## src/rtl/mmu_tlb_pkg.sv

```systemverilog
// Shared types and constants for the two-level MMU TLB.
// Used by the controller, datapath, divider and top level; depends on nothing.
`default_nettype none

package mmu_tlb_pkg;

   // Fixed field widths.
   localparam int ADDR_W      = 32;
   localparam int PAGE_SIZE_W = 16;
   localparam int TABLE_W     = 11;
   localparam int TLB_SIZE_W  = 5;
   localparam int SECOND_W    = 10;
   localparam int REQ_FRAME_W = 16;
   localparam int FUNC_W      = 2;
   localparam int CSR_INDEX_W = 2;
   localparam int CSR_DATA_W  = 16;
   localparam int REQ_DATA_W  = 48;
   localparam int RSP_DATA_W  = 128;

   // The divider retires two quotient bits per cycle.
   localparam int DIV_STEPS   = ADDR_W / 2;
   localparam int DIV_CNT_W   = $clog2(DIV_STEPS);

   // Largest table size that is honored.
   localparam logic [TABLE_W-1:0] TABLE_MAX = 11'd1024;

   // Operation codes carried on req_tuser.
   localparam logic [FUNC_W-1:0] FUNC_TRANSLATE = 2'd0;
   localparam logic [FUNC_W-1:0] FUNC_FILL      = 2'd1;
   localparam logic [FUNC_W-1:0] FUNC_FLUSH     = 2'd2;

   // Configuration register indexes.
   localparam logic [CSR_INDEX_W-1:0] CSR_TLB_SIZE      = 2'd0;
   localparam logic [CSR_INDEX_W-1:0] CSR_LRU_MODE      = 2'd1;
   localparam logic [CSR_INDEX_W-1:0] CSR_PAGE_SIZE     = 2'd2;
   localparam logic [CSR_INDEX_W-1:0] CSR_TABLE_ENTRIES = 2'd3;

   // Configuration reset values.
   localparam logic [TLB_SIZE_W-1:0]  RST_TLB_SIZE      = 5'd4;
   localparam logic                   RST_LRU_MODE      = 1'b0;
   localparam logic [PAGE_SIZE_W-1:0] RST_PAGE_SIZE     = 16'd64;
   localparam logic [TABLE_W-1:0]     RST_TABLE_ENTRIES = 11'd4;

   // Commands from the controller to the datapath.
   typedef struct packed {
      logic capture;        // latch the incoming word
      logic div_start;      // start a division pass
      logic div_sel_index;  // divide the page number by the table size
      logic save_page;      // keep page number and offset, build match vector
      logic scan_step;      // advance the lookup scan by one entry
      logic save_index;     // keep both table indexes
      logic mul;            // form the physical address of the hit
      logic drop;           // remove one entry and close the gap
      logic drop_oldest;    // the removed entry is the oldest one
      logic append;         // add the pending entry as the newest
      logic flush;          // empty the list
      logic load_out;       // move the result into the output register
   } tlb_cmd_type;

   // Status from the datapath to the controller.
   typedef struct packed {
      logic              div_done;
      logic              scan_done;
      logic              hit;
      logic              full;
      logic              lru;
      logic [FUNC_W-1:0] func;
      logic              out_free;
   } tlb_status_type;

endpackage

`default_nettype wire

```

## src/rtl/mmu_tlb_div.sv

```systemverilog
// Radix-4 restoring divider for a 32-bit dividend and a 16-bit divisor.
// Depends on mmu_tlb_pkg for widths and the step count.
`default_nettype none

module mmu_tlb_div (
   input  wire logic                                clock,
   input  wire logic                                reset,
   input  wire logic                                start,
   input  wire logic [mmu_tlb_pkg::ADDR_W-1:0]      dividend,
   input  wire logic [mmu_tlb_pkg::PAGE_SIZE_W-1:0] divisor,
   output logic                                     done,
   output logic [mmu_tlb_pkg::ADDR_W-1:0]           quotient,
   output logic [mmu_tlb_pkg::PAGE_SIZE_W-1:0]      remainder
);
   import mmu_tlb_pkg::*;

   localparam int TRIAL_W = PAGE_SIZE_W + 2;

   logic                    busy_ff, busy_in;
   logic                    done_ff, done_in;
   logic [DIV_CNT_W-1:0]    cnt_ff, cnt_in;
   logic [ADDR_W-1:0]       quot_ff, quot_in;
   logic [PAGE_SIZE_W-1:0]  rem_ff, rem_in;
   logic [PAGE_SIZE_W-1:0]  dvs_ff, dvs_in;
   logic [TRIAL_W-1:0]      trial, d1, d2, d3;
   logic [1:0]              digit;
   logic [TRIAL_W-1:0]      diff;

   // One step: pick the largest multiple of the divisor that fits.
   always_comb begin
      trial = {rem_ff, quot_ff[ADDR_W-1 -: 2]};
      d1    = {2'b00, dvs_ff};
      d2    = {1'b0, dvs_ff, 1'b0};
      d3    = d1 + d2;
      if (trial >= d3) begin
         digit = 2'd3;
         diff  = trial - d3;
      end else if (trial >= d2) begin
         digit = 2'd2;
         diff  = trial - d2;
      end else if (trial >= d1) begin
         digit = 2'd1;
         diff  = trial - d1;
      end else begin
         digit = 2'd0;
         diff  = trial;
      end
   end

   // Iteration control and operand registers.
   always_comb begin
      busy_in = busy_ff;
      done_in = 1'b0;
      cnt_in  = cnt_ff;
      quot_in = quot_ff;
      rem_in  = rem_ff;
      dvs_in  = dvs_ff;
      if (start) begin
         busy_in = 1'b1;
         cnt_in  = '0;
         quot_in = dividend;
         rem_in  = '0;
         dvs_in  = divisor;
      end else if (busy_ff) begin
         quot_in = {quot_ff[ADDR_W-3:0], digit};
         rem_in  = diff[PAGE_SIZE_W-1:0];
         cnt_in  = cnt_ff + 1'b1;
         if (cnt_ff == DIV_CNT_W'(DIV_STEPS - 1)) begin
            busy_in = 1'b0;
            done_in = 1'b1;
         end
      end
   end

   always_ff @(posedge clock) begin
      if (reset) begin
         busy_ff <= 1'b0;
         done_ff <= 1'b0;
         cnt_ff  <= '0;
      end else begin
         busy_ff <= busy_in;
         done_ff <= done_in;
         cnt_ff  <= cnt_in;
      end
   end

   always_ff @(posedge clock) begin
      quot_ff <= quot_in;
      rem_ff  <= rem_in;
      dvs_ff  <= dvs_in;
   end

   assign done      = done_ff;
   assign quotient  = quot_ff;
   assign remainder = rem_ff;

endmodule

`default_nettype wire

```

## src/rtl/mmu_tlb_dp.sv

```systemverilog
// Datapath of the TLB: configuration registers, address split, entry list,
// lookup scan, physical address multiply and the output register.
// Depends on mmu_tlb_pkg and mmu_tlb_div.
`default_nettype none

module mmu_tlb_dp #(
   parameter int TLB_DEPTH  = 16,
   parameter int FRAME_BITS = 16
) (
   input  wire logic                                clock,
   input  wire logic                                reset,
   input  wire logic                                csr_valid,
   input  wire logic [mmu_tlb_pkg::CSR_INDEX_W-1:0] csr_index,
   input  wire logic [mmu_tlb_pkg::CSR_DATA_W-1:0]  csr_data,
   input  wire logic [mmu_tlb_pkg::FUNC_W-1:0]      req_func,
   input  wire logic [mmu_tlb_pkg::ADDR_W-1:0]      req_address,
   input  wire logic [mmu_tlb_pkg::REQ_FRAME_W-1:0] req_frame,
   input  wire mmu_tlb_pkg::tlb_cmd_type            cmd,
   output mmu_tlb_pkg::tlb_status_type              status,
   input  wire logic                                rsp_tready,
   output logic                                     rsp_tvalid,
   output logic                                     rsp_hit,
   output logic [mmu_tlb_pkg::ADDR_W-1:0]           rsp_physical_address,
   output logic [mmu_tlb_pkg::ADDR_W-1:0]           rsp_page_number,
   output logic [mmu_tlb_pkg::PAGE_SIZE_W-1:0]      rsp_page_offset,
   output logic [mmu_tlb_pkg::ADDR_W-1:0]           rsp_first_level_index,
   output logic [mmu_tlb_pkg::SECOND_W-1:0]         rsp_second_level_index
);
   import mmu_tlb_pkg::*;

   localparam int CNT_W  = $clog2(TLB_DEPTH + 1);
   localparam int IDX_W  = (TLB_DEPTH > 1) ? $clog2(TLB_DEPTH) : 1;
   localparam int SZ_W   = (CNT_W > TLB_SIZE_W) ? CNT_W : TLB_SIZE_W;
   localparam int PROD_W = FRAME_BITS + PAGE_SIZE_W;

   // Configuration registers.
   logic [TLB_SIZE_W-1:0]  tlb_size_ff;
   logic                   lru_mode_ff;
   logic [PAGE_SIZE_W-1:0] page_size_ff;
   logic [TABLE_W-1:0]     table_entries_ff;

   always_ff @(posedge clock) begin
      if (reset) begin
         tlb_size_ff      <= RST_TLB_SIZE;
         lru_mode_ff      <= RST_LRU_MODE;
         page_size_ff     <= RST_PAGE_SIZE;
         table_entries_ff <= RST_TABLE_ENTRIES;
      end else if (csr_valid) begin
         case (csr_index)
            CSR_TLB_SIZE:      tlb_size_ff      <= csr_data[TLB_SIZE_W-1:0];
            CSR_LRU_MODE:      lru_mode_ff      <= csr_data[0];
            CSR_PAGE_SIZE:     page_size_ff     <= csr_data[PAGE_SIZE_W-1:0];
            CSR_TABLE_ENTRIES: table_entries_ff <= csr_data[TABLE_W-1:0];
            default: begin
            end
         endcase
      end
   end

   // Effective page size, table size and list capacity after clamping.
   logic [PAGE_SIZE_W-1:0] ps_eff;
   logic [TABLE_W-1:0]     te_eff;
   logic [SZ_W-1:0]        size_ext;
   logic [CNT_W-1:0]       cap;

   always_comb begin
      ps_eff = (page_size_ff == '0) ? PAGE_SIZE_W'(1) : page_size_ff;
      if (table_entries_ff == '0) begin
         te_eff = TABLE_W'(1);
      end else if (table_entries_ff > TABLE_MAX) begin
         te_eff = TABLE_MAX;
      end else begin
         te_eff = table_entries_ff;
      end
      size_ext = SZ_W'(tlb_size_ff);
      if (size_ext == '0) begin
         cap = CNT_W'(1);
      end else if (size_ext > SZ_W'(TLB_DEPTH)) begin
         cap = CNT_W'(TLB_DEPTH);
      end else begin
         cap = size_ext[CNT_W-1:0];
      end
   end

   // Shared divider: address by page size, then page number by table size.
   logic                   div_done;
   logic [ADDR_W-1:0]      div_quot;
   logic [PAGE_SIZE_W-1:0] div_rem;
   logic [ADDR_W-1:0]      div_dividend;
   logic [PAGE_SIZE_W-1:0] div_divisor;

   assign div_dividend = cmd.div_sel_index ? div_quot : req_address;
   assign div_divisor  = cmd.div_sel_index ? PAGE_SIZE_W'(te_eff) : ps_eff;

   mmu_tlb_div u_div (
      .clock     (clock),
      .reset     (reset),
      .start     (cmd.div_start),
      .dividend  (div_dividend),
      .divisor   (div_divisor),
      .done      (div_done),
      .quotient  (div_quot),
      .remainder (div_rem)
   );

   // Per-word working registers.
   logic [FUNC_W-1:0]      func_ff;
   logic [FRAME_BITS-1:0]  new_frame_ff;
   logic [ADDR_W-1:0]      page_ff;
   logic [PAGE_SIZE_W-1:0] offset_ff;
   logic [ADDR_W-1:0]      first_ff;
   logic [SECOND_W-1:0]    second_ff;
   logic [ADDR_W-1:0]      phys_ff;

   // Entry list, index 0 oldest.
   logic [ADDR_W-1:0]      entry_page_ff  [TLB_DEPTH];
   logic [FRAME_BITS-1:0]  entry_frame_ff [TLB_DEPTH];
   logic [ADDR_W-1:0]      up_page        [TLB_DEPTH];
   logic [FRAME_BITS-1:0]  up_frame       [TLB_DEPTH];
   logic [CNT_W-1:0]       count_ff;
   logic [TLB_DEPTH-1:0]   match_ff, match_in;
   logic [TLB_DEPTH-1:0]   drop_mask;
   logic [IDX_W-1:0]       drop_pos;

   // Lookup scan state.
   logic [CNT_W-1:0]       scan_idx_ff;
   logic                   scan_done_ff;
   logic                   hit_ff;
   logic [IDX_W-1:0]       hit_idx_ff;

   // Hit frame and the product for the physical address.
   logic [FRAME_BITS-1:0]  hit_frame;
   logic [PROD_W-1:0]      prod;

   assign hit_frame = entry_frame_ff[hit_idx_ff];
   assign prod      = PROD_W'(hit_frame) * PROD_W'(ps_eff);
   assign drop_pos  = cmd.drop_oldest ? '0 : hit_idx_ff;

   // Each cell's view of its newer neighbor, for closing a gap.
   for (genvar g = 0; g < TLB_DEPTH; g++) begin : g_cell
      if (g < TLB_DEPTH - 1) begin : g_mid
         assign up_page[g]  = entry_page_ff[g+1];
         assign up_frame[g] = entry_frame_ff[g+1];
      end else begin : g_top
         assign up_page[g]  = entry_page_ff[g];
         assign up_frame[g] = entry_frame_ff[g];
      end
      assign drop_mask[g] = (IDX_W'(g) >= drop_pos) && (CNT_W'(g + 1) < count_ff);
      assign match_in[g]  = (div_quot == entry_page_ff[g]);
   end

   // Entry storage; entries are undefined until written.
   always_ff @(posedge clock) begin
      for (int j = 0; j < TLB_DEPTH; j++) begin
         if (cmd.drop && drop_mask[j]) begin
            entry_page_ff[j]  <= up_page[j];
            entry_frame_ff[j] <= up_frame[j];
         end else if (cmd.append && (count_ff[IDX_W-1:0] == IDX_W'(j))) begin
            entry_page_ff[j]  <= page_ff;
            entry_frame_ff[j] <= new_frame_ff;
         end
      end
   end

   // Fill count.
   always_ff @(posedge clock) begin
      if (reset) begin
         count_ff <= '0;
      end else if (cmd.flush) begin
         count_ff <= '0;
      end else if (cmd.drop) begin
         count_ff <= count_ff - 1'b1;
      end else if (cmd.append) begin
         count_ff <= count_ff + 1'b1;
      end
   end

   // Lookup scan over the registered match vector, oldest entry first.
   always_ff @(posedge clock) begin
      if (reset) begin
         scan_idx_ff  <= '0;
         scan_done_ff <= 1'b1;
         hit_ff       <= 1'b0;
      end else if (cmd.capture) begin
         hit_ff       <= 1'b0;
      end else if (cmd.save_page) begin
         scan_idx_ff  <= '0;
         scan_done_ff <= (func_ff != FUNC_TRANSLATE);
         hit_ff       <= 1'b0;
      end else if (cmd.scan_step && !scan_done_ff) begin
         if (scan_idx_ff >= count_ff) begin
            scan_done_ff <= 1'b1;
         end else if (match_ff[scan_idx_ff[IDX_W-1:0]]) begin
            scan_done_ff <= 1'b1;
            hit_ff       <= 1'b1;
         end else begin
            scan_idx_ff  <= scan_idx_ff + 1'b1;
         end
      end
   end

   // Word payload registers.
   always_ff @(posedge clock) begin
      if (cmd.capture) begin
         func_ff      <= req_func;
         new_frame_ff <= FRAME_BITS'(req_frame);
         phys_ff      <= '0;
      end
      if (cmd.save_page) begin
         page_ff   <= div_quot;
         offset_ff <= div_rem;
         match_ff  <= match_in;
      end
      if (cmd.save_index) begin
         first_ff  <= div_quot;
         second_ff <= div_rem[SECOND_W-1:0];
      end
      if (cmd.scan_step && !scan_done_ff) begin
         hit_idx_ff <= scan_idx_ff[IDX_W-1:0];
      end
      if (cmd.mul) begin
         phys_ff      <= ADDR_W'(prod) + ADDR_W'(offset_ff);
         new_frame_ff <= hit_frame;
      end
   end

   // Output register.
   logic                   rsp_valid_ff;
   logic                   rsp_hit_ff;
   logic [ADDR_W-1:0]      rsp_phys_ff;
   logic [ADDR_W-1:0]      rsp_page_ff;
   logic [PAGE_SIZE_W-1:0] rsp_offset_ff;
   logic [ADDR_W-1:0]      rsp_first_ff;
   logic [SECOND_W-1:0]    rsp_second_ff;

   always_ff @(posedge clock) begin
      if (reset) begin
         rsp_valid_ff <= 1'b0;
      end else if (cmd.load_out) begin
         rsp_valid_ff <= 1'b1;
      end else if (rsp_tready) begin
         rsp_valid_ff <= 1'b0;
      end
   end

   always_ff @(posedge clock) begin
      if (cmd.load_out) begin
         rsp_hit_ff    <= hit_ff;
         rsp_phys_ff   <= phys_ff;
         rsp_page_ff   <= page_ff;
         rsp_offset_ff <= offset_ff;
         rsp_first_ff  <= first_ff;
         rsp_second_ff <= second_ff;
      end
   end

   assign rsp_tvalid             = rsp_valid_ff;
   assign rsp_hit                = rsp_hit_ff;
   assign rsp_physical_address   = rsp_phys_ff;
   assign rsp_page_number        = rsp_page_ff;
   assign rsp_page_offset        = rsp_offset_ff;
   assign rsp_first_level_index  = rsp_first_ff;
   assign rsp_second_level_index = rsp_second_ff;

   // Status to the controller.
   always_comb begin
      status.div_done  = div_done;
      status.scan_done = scan_done_ff;
      status.hit       = hit_ff;
      status.full      = (count_ff >= cap);
      status.lru       = lru_mode_ff;
      status.func      = func_ff;
      status.out_free  = !rsp_valid_ff || rsp_tready;
   end

endmodule

`default_nettype wire

```

## src/rtl/mmu_tlb_ctrl.sv

```systemverilog
// Controller state machine of the TLB: sequences split, lookup, list update
// and result hand-off. Depends on mmu_tlb_pkg.
`default_nettype none

module mmu_tlb_ctrl (
   input  wire logic                        clock,
   input  wire logic                        reset,
   input  wire logic                        req_tvalid,
   output logic                             req_tready,
   input  wire mmu_tlb_pkg::tlb_status_type status,
   output mmu_tlb_pkg::tlb_cmd_type         cmd
);
   import mmu_tlb_pkg::*;

   localparam logic [2:0] S_IDLE      = 3'd0;
   localparam logic [2:0] S_DIV_PAGE  = 3'd1;
   localparam logic [2:0] S_DIV_INDEX = 3'd2;
   localparam logic [2:0] S_BRANCH    = 3'd3;
   localparam logic [2:0] S_MUL       = 3'd4;
   localparam logic [2:0] S_DROP      = 3'd5;
   localparam logic [2:0] S_EVICT     = 3'd6;
   localparam logic [2:0] S_DONE      = 3'd7;

   logic [2:0] state_ff, state_in;

   assign req_tready = (state_ff == S_IDLE);

   always_comb begin
      cmd      = '0;
      state_in = state_ff;
      case (state_ff)
         // Take a word and start splitting its address.
         S_IDLE: begin
            if (req_tvalid) begin
               cmd.capture   = 1'b1;
               cmd.div_start = 1'b1;
               state_in      = S_DIV_PAGE;
            end
         end
         // Page number known: start the table split and the lookup.
         S_DIV_PAGE: begin
            if (status.div_done) begin
               cmd.save_page     = 1'b1;
               cmd.div_start     = 1'b1;
               cmd.div_sel_index = 1'b1;
               state_in          = S_DIV_INDEX;
            end
         end
         S_DIV_INDEX: begin
            cmd.scan_step     = 1'b1;
            cmd.div_sel_index = 1'b1;
            if (status.div_done) begin
               cmd.save_index = 1'b1;
               state_in       = S_BRANCH;
            end
         end
         // Lookup finished: act on the operation.
         S_BRANCH: begin
            cmd.scan_step = 1'b1;
            if (status.scan_done) begin
               case (status.func)
                  FUNC_TRANSLATE: state_in = status.hit ? S_MUL : S_DONE;
                  FUNC_FILL:      state_in = S_EVICT;
                  FUNC_FLUSH: begin
                     cmd.flush = 1'b1;
                     state_in  = S_DONE;
                  end
                  default:        state_in = S_DONE;
               endcase
            end
         end
         S_MUL: begin
            cmd.mul  = 1'b1;
            state_in = status.lru ? S_DROP : S_DONE;
         end
         // Move the hit entry to the newest place.
         S_DROP: begin
            cmd.drop = 1'b1;
            state_in = S_EVICT;
         end
         // Evict oldest entries until there is room, then append.
         S_EVICT: begin
            if (status.full) begin
               cmd.drop        = 1'b1;
               cmd.drop_oldest = 1'b1;
            end else begin
               cmd.append = 1'b1;
               state_in   = S_DONE;
            end
         end
         S_DONE: begin
            if (status.out_free) begin
               cmd.load_out = 1'b1;
               state_in     = S_IDLE;
            end
         end
         default: state_in = S_IDLE;
      endcase
   end

   always_ff @(posedge clock) begin
      if (reset) begin
         state_ff <= S_IDLE;
      end else begin
         state_ff <= state_in;
      end
   end

endmodule

`default_nettype wire

```

## src/rtl/two_level_mmu_tlb_top.sv

```systemverilog
// Two-level MMU TLB top level. One word at a time: each word takes two divider passes of 16
// radix-4 steps; an LRU hit, a fill and each evicted entry add list updates. The next word
// is taken the cycle after the result is loaded; a result waits in the output register
// while the next word runs. Synchronous reset restores defaults, empties the list.
`default_nettype none

module two_level_mmu_tlb_top #(
   parameter int TLB_DEPTH  = 16,
   parameter int FRAME_BITS = 16
) (
   input  wire logic                                clock,
   input  wire logic                                reset,
   input  wire logic                                req_tvalid,
   output logic                                     req_tready,
   // logical_address [31:0], frame [47:32]
   input  wire logic [mmu_tlb_pkg::REQ_DATA_W-1:0]  req_tdata,
   // func [1:0]
   input  wire logic [mmu_tlb_pkg::FUNC_W-1:0]      req_tuser,
   output logic                                     rsp_tvalid,
   input  wire logic                                rsp_tready,
   // physical_address [31:0], page_number [63:32], page_offset [79:64],
   // first_level_index [111:80], second_level_index [121:112], zero above
   output logic [mmu_tlb_pkg::RSP_DATA_W-1:0]       rsp_tdata,
   // hit [0]
   output logic                                     rsp_tuser,
   input  wire logic                                csr_valid,
   output logic                                     csr_ready,
   input  wire logic [mmu_tlb_pkg::CSR_INDEX_W-1:0] csr_index,
   input  wire logic [mmu_tlb_pkg::CSR_DATA_W-1:0]  csr_data
);
   import mmu_tlb_pkg::*;

   tlb_cmd_type            cmd;
   tlb_status_type         status;
   logic [ADDR_W-1:0]      phys, page, first;
   logic [PAGE_SIZE_W-1:0] offset;
   logic [SECOND_W-1:0]    second;

   // Configuration writes are taken in any cycle.
   assign csr_ready = 1'b1;

   mmu_tlb_ctrl u_ctrl (
      .clock      (clock),
      .reset      (reset),
      .req_tvalid (req_tvalid),
      .req_tready (req_tready),
      .status     (status),
      .cmd        (cmd)
   );

   mmu_tlb_dp #(
      .TLB_DEPTH  (TLB_DEPTH),
      .FRAME_BITS (FRAME_BITS)
   ) u_dp (
      .clock                  (clock),
      .reset                  (reset),
      .csr_valid              (csr_valid),
      .csr_index              (csr_index),
      .csr_data               (csr_data),
      .req_func               (req_tuser),
      .req_address            (req_tdata[ADDR_W-1:0]),
      .req_frame              (req_tdata[ADDR_W +: REQ_FRAME_W]),
      .cmd                    (cmd),
      .status                 (status),
      .rsp_tready             (rsp_tready),
      .rsp_tvalid             (rsp_tvalid),
      .rsp_hit                (rsp_tuser),
      .rsp_physical_address   (phys),
      .rsp_page_number        (page),
      .rsp_page_offset        (offset),
      .rsp_first_level_index  (first),
      .rsp_second_level_index (second)
   );

   // Pack the result word, first field in the lowest bits.
   assign rsp_tdata = RSP_DATA_W'({second, first, offset, page, phys});

endmodule

`default_nettype wire

```

## config.mk

```make
export PLATFORM = sky130hd
export DESIGN_NAME = two_level_mmu_tlb_top
export DESIGN_NICKNAME = d
export VERILOG_FILES = /design/src/rtl/mmu_tlb_pkg.sv /design/src/rtl/mmu_tlb_div.sv /design/src/rtl/mmu_tlb_dp.sv /design/src/rtl/mmu_tlb_ctrl.sv /design/src/rtl/two_level_mmu_tlb_top.sv
export SDC_FILE = /design/constraint.sdc
export NUM_CORES = 2
export LEC_CHECK = 0
export CORE_AREA = 4 4 442 444
export CTS_CLUSTER_DIAMETER = 80
export DETAILED_ROUTE_END_ITERATION = 6
export DIE_AREA = 0 0 446 448
export DONT_BUFFER_PORTS = 1
export PLACE_DENSITY = 0.54
export SLEW_MARGIN = 40
export SYNTH_ARGS = -nofsm -noshare
export SYNTH_HDL_FRONTEND = slang
export SYNTH_SLANG_ARGS = --single-unit
```

## constraint.sdc

```tcl
create_clock -name clock -period 7.58 [get_ports clock]
set_clock_uncertainty 0.2 [all_clocks]
set_input_delay 1.516 -clock clock [delete_from_list [all_inputs] [get_ports clock]]
set_output_delay 1.516 -clock clock [all_outputs]
set_load 0.005 [all_outputs]
```

**After elaboration in Yosys (flattened, before gate mapping)**

Memory sizes are Yosys's and may differ from the RTL's. A register that Yosys moved wholly into a read port is not among the register bits.
Index checks and enable logic that the tools add are counted.

- Bits in registers: 402
- RAM bits: 768
- Bits of input ports: 73
- Output and inout port bits: 132
- Word-level logic and storage cells: 432
- Memories: 2

Memory list:

| memory | words | bits a word | read ports | clocked after memory_dff | wr ports | RTL line | RTL |
|---|---|---|---|---|---|---|---|
| u_dp.entry_page_ff | 16 | 32 | 16 | 0 | 16 | mmu_tlb_dp.sv:116 | `logic [ADDR_W-1:0] entry_page_ff [TLB_DEPTH];` |
| u_dp.entry_frame_ff | 16 | 16 | 16 | 1 | 16 | mmu_tlb_dp.sv:117 | `logic [FRAME_BITS-1:0] entry_frame_ff [TLB_DEPTH];` |

- $add $sub $neg: 9
- Multiply operators: 1
- Magnitude comparators: 40
- Eq/ne operators: 53
- Multiplexer cells: 180
- Bitwise operators: 35
- Reductions and logical operators: 80

Operators with widths:

| operator | count |
|---|---|
| $mux W32 | 21 |
| $eq A32 B32 Y1 | 16 |
| $mux W16 | 22 |
| $mux W1 | 104 |
| $logic_and A1 B1 Y1 | 49 |
| $sub A16 B16 Y16 | 3 |
| $lt A4 B5 Y1 const A | 8 |
| $mux W5 | 8 |
| $eq A4 B4 Y1 const B | 9 |
| $mux W11 | 3 |
| $add A32 B16 Y32 | 1 |
| $ge A4 B4 Y1 const A | 8 |
| $mul A16 B16 Y32 | 1 |
| $or A1 B1 Y1 | 32 |
| $pmux W3 S8 | 1 |
| $mux W3 | 7 |
| $lt A3 B5 Y1 const A | 4 |
| $add A16 B17 Y18 | 1 |
| $ge A18 B16 Y1 | 1 |
| $ge A18 B17 Y1 | 1 |
| $ge A18 B18 Y1 | 1 |
| $eq A4 B3 Y1 const B | 4 |
| $ge A3 B4 Y1 const A | 4 |
| $logic_not A16 Y1 | 1 |
| 42 further kinds | 88 |

**Longest topological paths before layout**

- Depth in word-level cells: 13
- Depth in mapped cells: 28
- Mapped depth without buffers: 25

**Cells and area by module**

From an unflattened synthesis, not the netlist that was laid out.

- Cell total of the unflattened synthesis: 5066
- Area total of the unflattened synthesis: 67499.7 µm²

By module, submodules not included:

| module | times used | cells an instance | area an instance (µm²) | seq. area each (µm²) |
|---|---|---|---|---|
| mmu_tlb_dp | 1 | 4341 | 60832.1 | 32561.2 |
| mmu_tlb_div | 1 | 661 | 6184.7 | 1881.8 |
| mmu_tlb_ctrl | 1 | 55 | 422.9 | 60.1 |
| two_level_mmu_tlb_top | 1 | 9 | 60.1 | 0.0 |

**Least setup slack after synthesis**

OpenSTA, ideal clock, no wires.

- Kind: flip-flop to flip-flop
- From: register with a tool-made name
- To: register u_dp.phys_ff[23] (data pin)
- Setup time: 0.266 ns
- Arrival: 7.369 ns
- Required time: 7.114 ns
- Path slack: -0.255 ns
- Cell stages (with the launch flop): 25
- Path buffers: 3
- Clock period less this slack: 7.835 ns
- Cells stage by stage: dfxtp_1 -> buf_2 -> buf_1 -> mux4_2 -> mux4_2 -> buf_2 -> nand2_1 -> fa_1 -> fa_1 -> inv_1 -> fa_1 -> fa_1 -> fa_1 -> inv_1 -> fa_1 -> inv_1 -> ha_1 -> a21o_1 -> a21o_1 -> a221o_1 -> o21a_1 -> or2_2 -> a41oi_1 -> xor2_1 -> nor2_1

RTL lines:

| what | RTL line | RTL |
|---|---|---|
| end signal: assignment | mmu_tlb_dp.sv:222 | `phys_ff <= ADDR_W'(prod) + ADDR_W'(offset_ff);` |
| end: declaration | mmu_tlb_dp.sv:113 | `logic [ADDR_W-1:0] phys_ff;` |

==> summary.txt <==
Status
  – Status: finished with violations
  – Failing checks: setup timing

Synth
  – Largest family of logic cells by synthesized area: multiplexers
  – Mapped Area: 66610 sq um
  – Ys async rst share: 0%
  – Post-Synth Adder-Cell Area: 9.964%
  – Mean Syn Cell Area: 13.20 sq um
  – Post-synth cell types: 78
  – Flops & latches, synth: 1174
  – Ys flop type: edfxtp_1
  – Sequential share of the synthesized area: 51.80%
  – EDFF count, synth: roughly 1.1k
  – Synth Area in XOR/XNOR: 7.719%
  – Compound-Gate Fraction of Synth Area: ~3.6%
  – Syn Inst Count: 5045
  – Mux cell area share after synthesis: approximately 15%
  – Synth Warn #: 0
  – Simple-gate share of the synthesized area: about 7.6%

STA
  – Crit share post-route: 100.4%
  – Endpoints failing setup: 1
  – Final setup margin: -27.46 ps
  – Max Fclk: 131.5 MHz
  – RSZ-0062 raised after global routing: yes
  – Final setup TNS: -27.46 ps
  – Worst slew pin tran: approximately 970 ps
  – Max_slew headroom: 34.67%
  – Final Hold Fails: 0
  – Min cycle time layout: 7607 ps
  – Slew Viols, Final: 0

CTS
  – Maximum clock path buffer count: 3
  – Clk sinks: 1174
  – Total CTS buffers: 134
  – Clk root buf: clkbuf_16
  – Worst skew pair latency: approximately 800 ps
  – Clk slew on worst S/H paths: 60 ps
  – CTS tree: built
  – Number of H-tree levels: 4

Finish
  – Layout cells sized above 1: roughly a quarter
  – Area Overhead vs Synth: 13.66%
  – Post-route cell area: ~76000 sq um
  – Nets: 5576
  – Non-Filler Instances: 7739

Pwr
  – Pleak: 27.44 nW
  – Maximum vdd drop: 0.2313 mV
  – Pwr dens: about 230 nW/um^2

Die
  – Core ar.: 191600 sq um
  – IO Pins: 205
  – Die height: 448 um
  – Starting Density: 34.77%
  – Die ar.: approximately 200000 sq um
  – # rows: 161
  – Die extent in x: 446 um

GRT
  – First-pass GRT wire length: 294100 um
  – Gr ovfl total: 0
  – GRT Util Overall: between 10% and 20%
  – Vias in the first global route: 42.39k
  – Initial antenna violation count: 5
  – Largest net degree at the start of global routing: 118

Critical path
  – CP max-delay cell: mux4_2
  – CP Capture Type: flip-flop
  – Setup crit start kind: flip-flop
  – Worst path max stage delay: between 600 and 700 ps
  – Critical Setup Path Class: flip-flop to flip-flop
  – Worst Path Required: between 7000 and 8000 ps
  – Top delay family on crit path: adder cells
  – Most frequent CP cell: fa_1
  – CP cell instances: buf_12, clkbuf_16, mux4_2, mux4_2, and2_1, fa_1, inv_1, fa_1, fa_1, inv_1, fa_1, fa_1, inv_2, fa_2, inv_2, ha_4, a21o_1, a21o_1, a221o_1, o21a_1, or2_4, a41oi_2, xor2_1, nor2_1
  – Buf+Inv Stages, Crit Path: 6
  – Crit path DAT: around 7900 ps
  – Crit-path max FO: 6
  – Worst R2R Setup Slack: -30 ps

Detailed routing
  – Top layer reached by signal wires: met5
  – DRT met1 WL: 86800 um
  – DR iter-0 viols: 3419
  – WL final: 200500 um
  – Routed length per instance: ~26 um
  – Via density: 5.301
  – Met3 routed WL: 11540 um
  – Routed Antenna Nets: 0
  – Vias after detailed routing: 41.02k
  – Metal2 WL: 97910 um
  – Detailed Routing Iterations Pass 1: 6
  – Drt drc: 0

Placement
  – Final RePlAce weighted congestion: 0.8786
  – Total placed instance area: 70610 sq um
  – DP Wirelength: about 140000 um
  – Placed insts: 7460
  – Setup WS pre-CTS: -142.1 ps
  – PortBufs: 0

Min path
  – Hold Path Class: flip-flop to flip-flop

Flow run
  – Max Cap Viol: 0
==> layer usage <==
metal	up-vias	GRT usage, %
li1	18180	-
met1	21320	26.45
met2	1269	33.71
met3	254	3.576
met4	2	4.677
met5	-	0
==> cell families (layout without fill, tap and decap cells) <==
logic type      after synthesis  after routing
compound gates              374            374
xor+xnor                    587            587
fa+ha+maj                   402            402
buf+inv                     637            797
flops                      1174           1174
mux                         826            826
other cells                   2             10
simple gates               1043           1043
==> metrics by stage <==
stage	utilization (%)	hold WS [ps]	power (W)
floorplan	-	200.3	0.009845
global placement	36.60	202.4	0.01096
detailed placement	36.86	204.5	0.01098
CTS	39.26	206.7	0.01763
global route	39.52	217.1	0.01835
finish	39.52	203.3	0.01757
==> power breakdown <==
group	internal [W]	total [W]	switching [W]	leakage, nW
Sequential	0.00717	0.00740	0.000235	10.6
Clock	0.00375	0.00662	0.00286	2.15
Combinational	0.00135	0.00355	0.00220	14.7
==> cell type report <==
type,instances,area (sq um)
multi-input combinational,3239,30120
clock buffer,170,3590
tap,2526,3161
antenna,3,7.507
sequential,1174,34510
fill,17940,115900
timing repair buffer,221,2203
inverter,331,1244
clock inverter,75,872.1
==> state kept, by name (all words and copies together) (netlist names), 32 cells and up, named ones only <==
| signal | count |
|---|---|
| u_dp.u_div.quotient | 32 |
| u_dp.rsp_page_number | 32 |
| u_dp.rsp_first_level_index | 32 |
| u_dp.first_ff | 32 |
| u_dp.entry_frame_ff | 256 |
| u_dp.page_ff | 32 |
| u_dp.rsp_physical_address | 32 |
| u_dp.entry_page_ff | 512 |
| u_dp.phys_ff | 32 |
==> synth_stat cells, drive strengths merged, types with 6 or more instances <==
library cell / n / share of area (%)
nor3: 40 / 0.32
fa: 214 / 6.4
nand2b: 27 / 0.25
o21ai: 89 / 0.67
nor2b: 22 / 0.21
nand3: 35 / 0.26
xor2: 547 / 7.2
buf: 107 / 0.91
inv: 331 / 1.9
a211o: 6 / 0.079
dfxtp: 75 / 2.3
nor4: 138 / 1.3
a31oi: 15 / 0.14
mux2: 727 / 12
a311oi: 6 / 0.079
o21a: 18 / 0.20
ha: 188 / 3.5
nand2: 420 / 2.4
mux2i: 14 / 0.21
o211ai: 7 / 0.079
nor2: 146 / 0.83
o22ai: 7 / 0.066
a21oi: 109 / 0.82
edfxtp: 1099 / 50
clkbuf: 199 / 1.1
nand4: 45 / 0.42
o31ai: 6 / 0.075
mux4: 85 / 2.9
a211oi: 18 / 0.21
nor3b: 11 / 0.13
or2: 7 / 0.066
and3: 9 / 0.085
a21o: 42 / 0.47
xnor2: 40 / 0.53
and2: 125 / 1.2
==> cell usage in the layout (no fill, tap or decap), drive strengths merged, types with 8 or more instances in the layout <==
master,netlist,layout
edfxtp,1099,1099
mux2,727,727
xor2,547,547
nand2,420,420
inv,331,337
buf,107,220
fa,214,214
ha,188,188
clkbuf,199,171
nor2,146,146
nor4,138,138
and2,125,125
a21oi,109,109
o21ai,89,89
mux4,85,85
dfxtp,75,75
clkinv,0,51
nand4,45,45
a21o,42,42
xnor2,40,40
nor3,40,40
nand3,35,35
nand2b,27,27
nor2b,22,22
o21a,18,18
a211oi,18,18
a31oi,15,15
mux2i,14,14
nor3b,11,11
bufinv,0,10
and3,9,9
clkinvlp,0,8
==> timing repair <==
action / in CTS / in global routing
hold buffers: 0 / 0
endpoints found under the setup margin: 11 / 14
buffers inserted: 8 / 20
pin swaps: 10 / 40
gates resized for setup: 19 / 66
cloned: 0 / 1
==> final timing paths <==
| check | startpoint | end | cells after the start |
|---|---|---|---|
| worst max-delay path | flip-flop | u_dp.phys_ff[23]$_SDFFCE_PP0P_ | 24 |
| worst max register to register | flip-flop | u_dp.phys_ff[23]$_SDFFCE_PP0P_ | 24 |
| worst min register to register | u_dp.phys_ff[21]$_SDFFCE_PP0P_ | u_dp.rsp_physical_address[21]$_DFFE_PP_ | 0 |
| worst min-delay path | u_dp.phys_ff[21]$_SDFFCE_PP0P_ | u_dp.rsp_physical_address[21]$_DFFE_PP_ | 0 |
No activity file was read; power rests on OpenSTA's default activity.
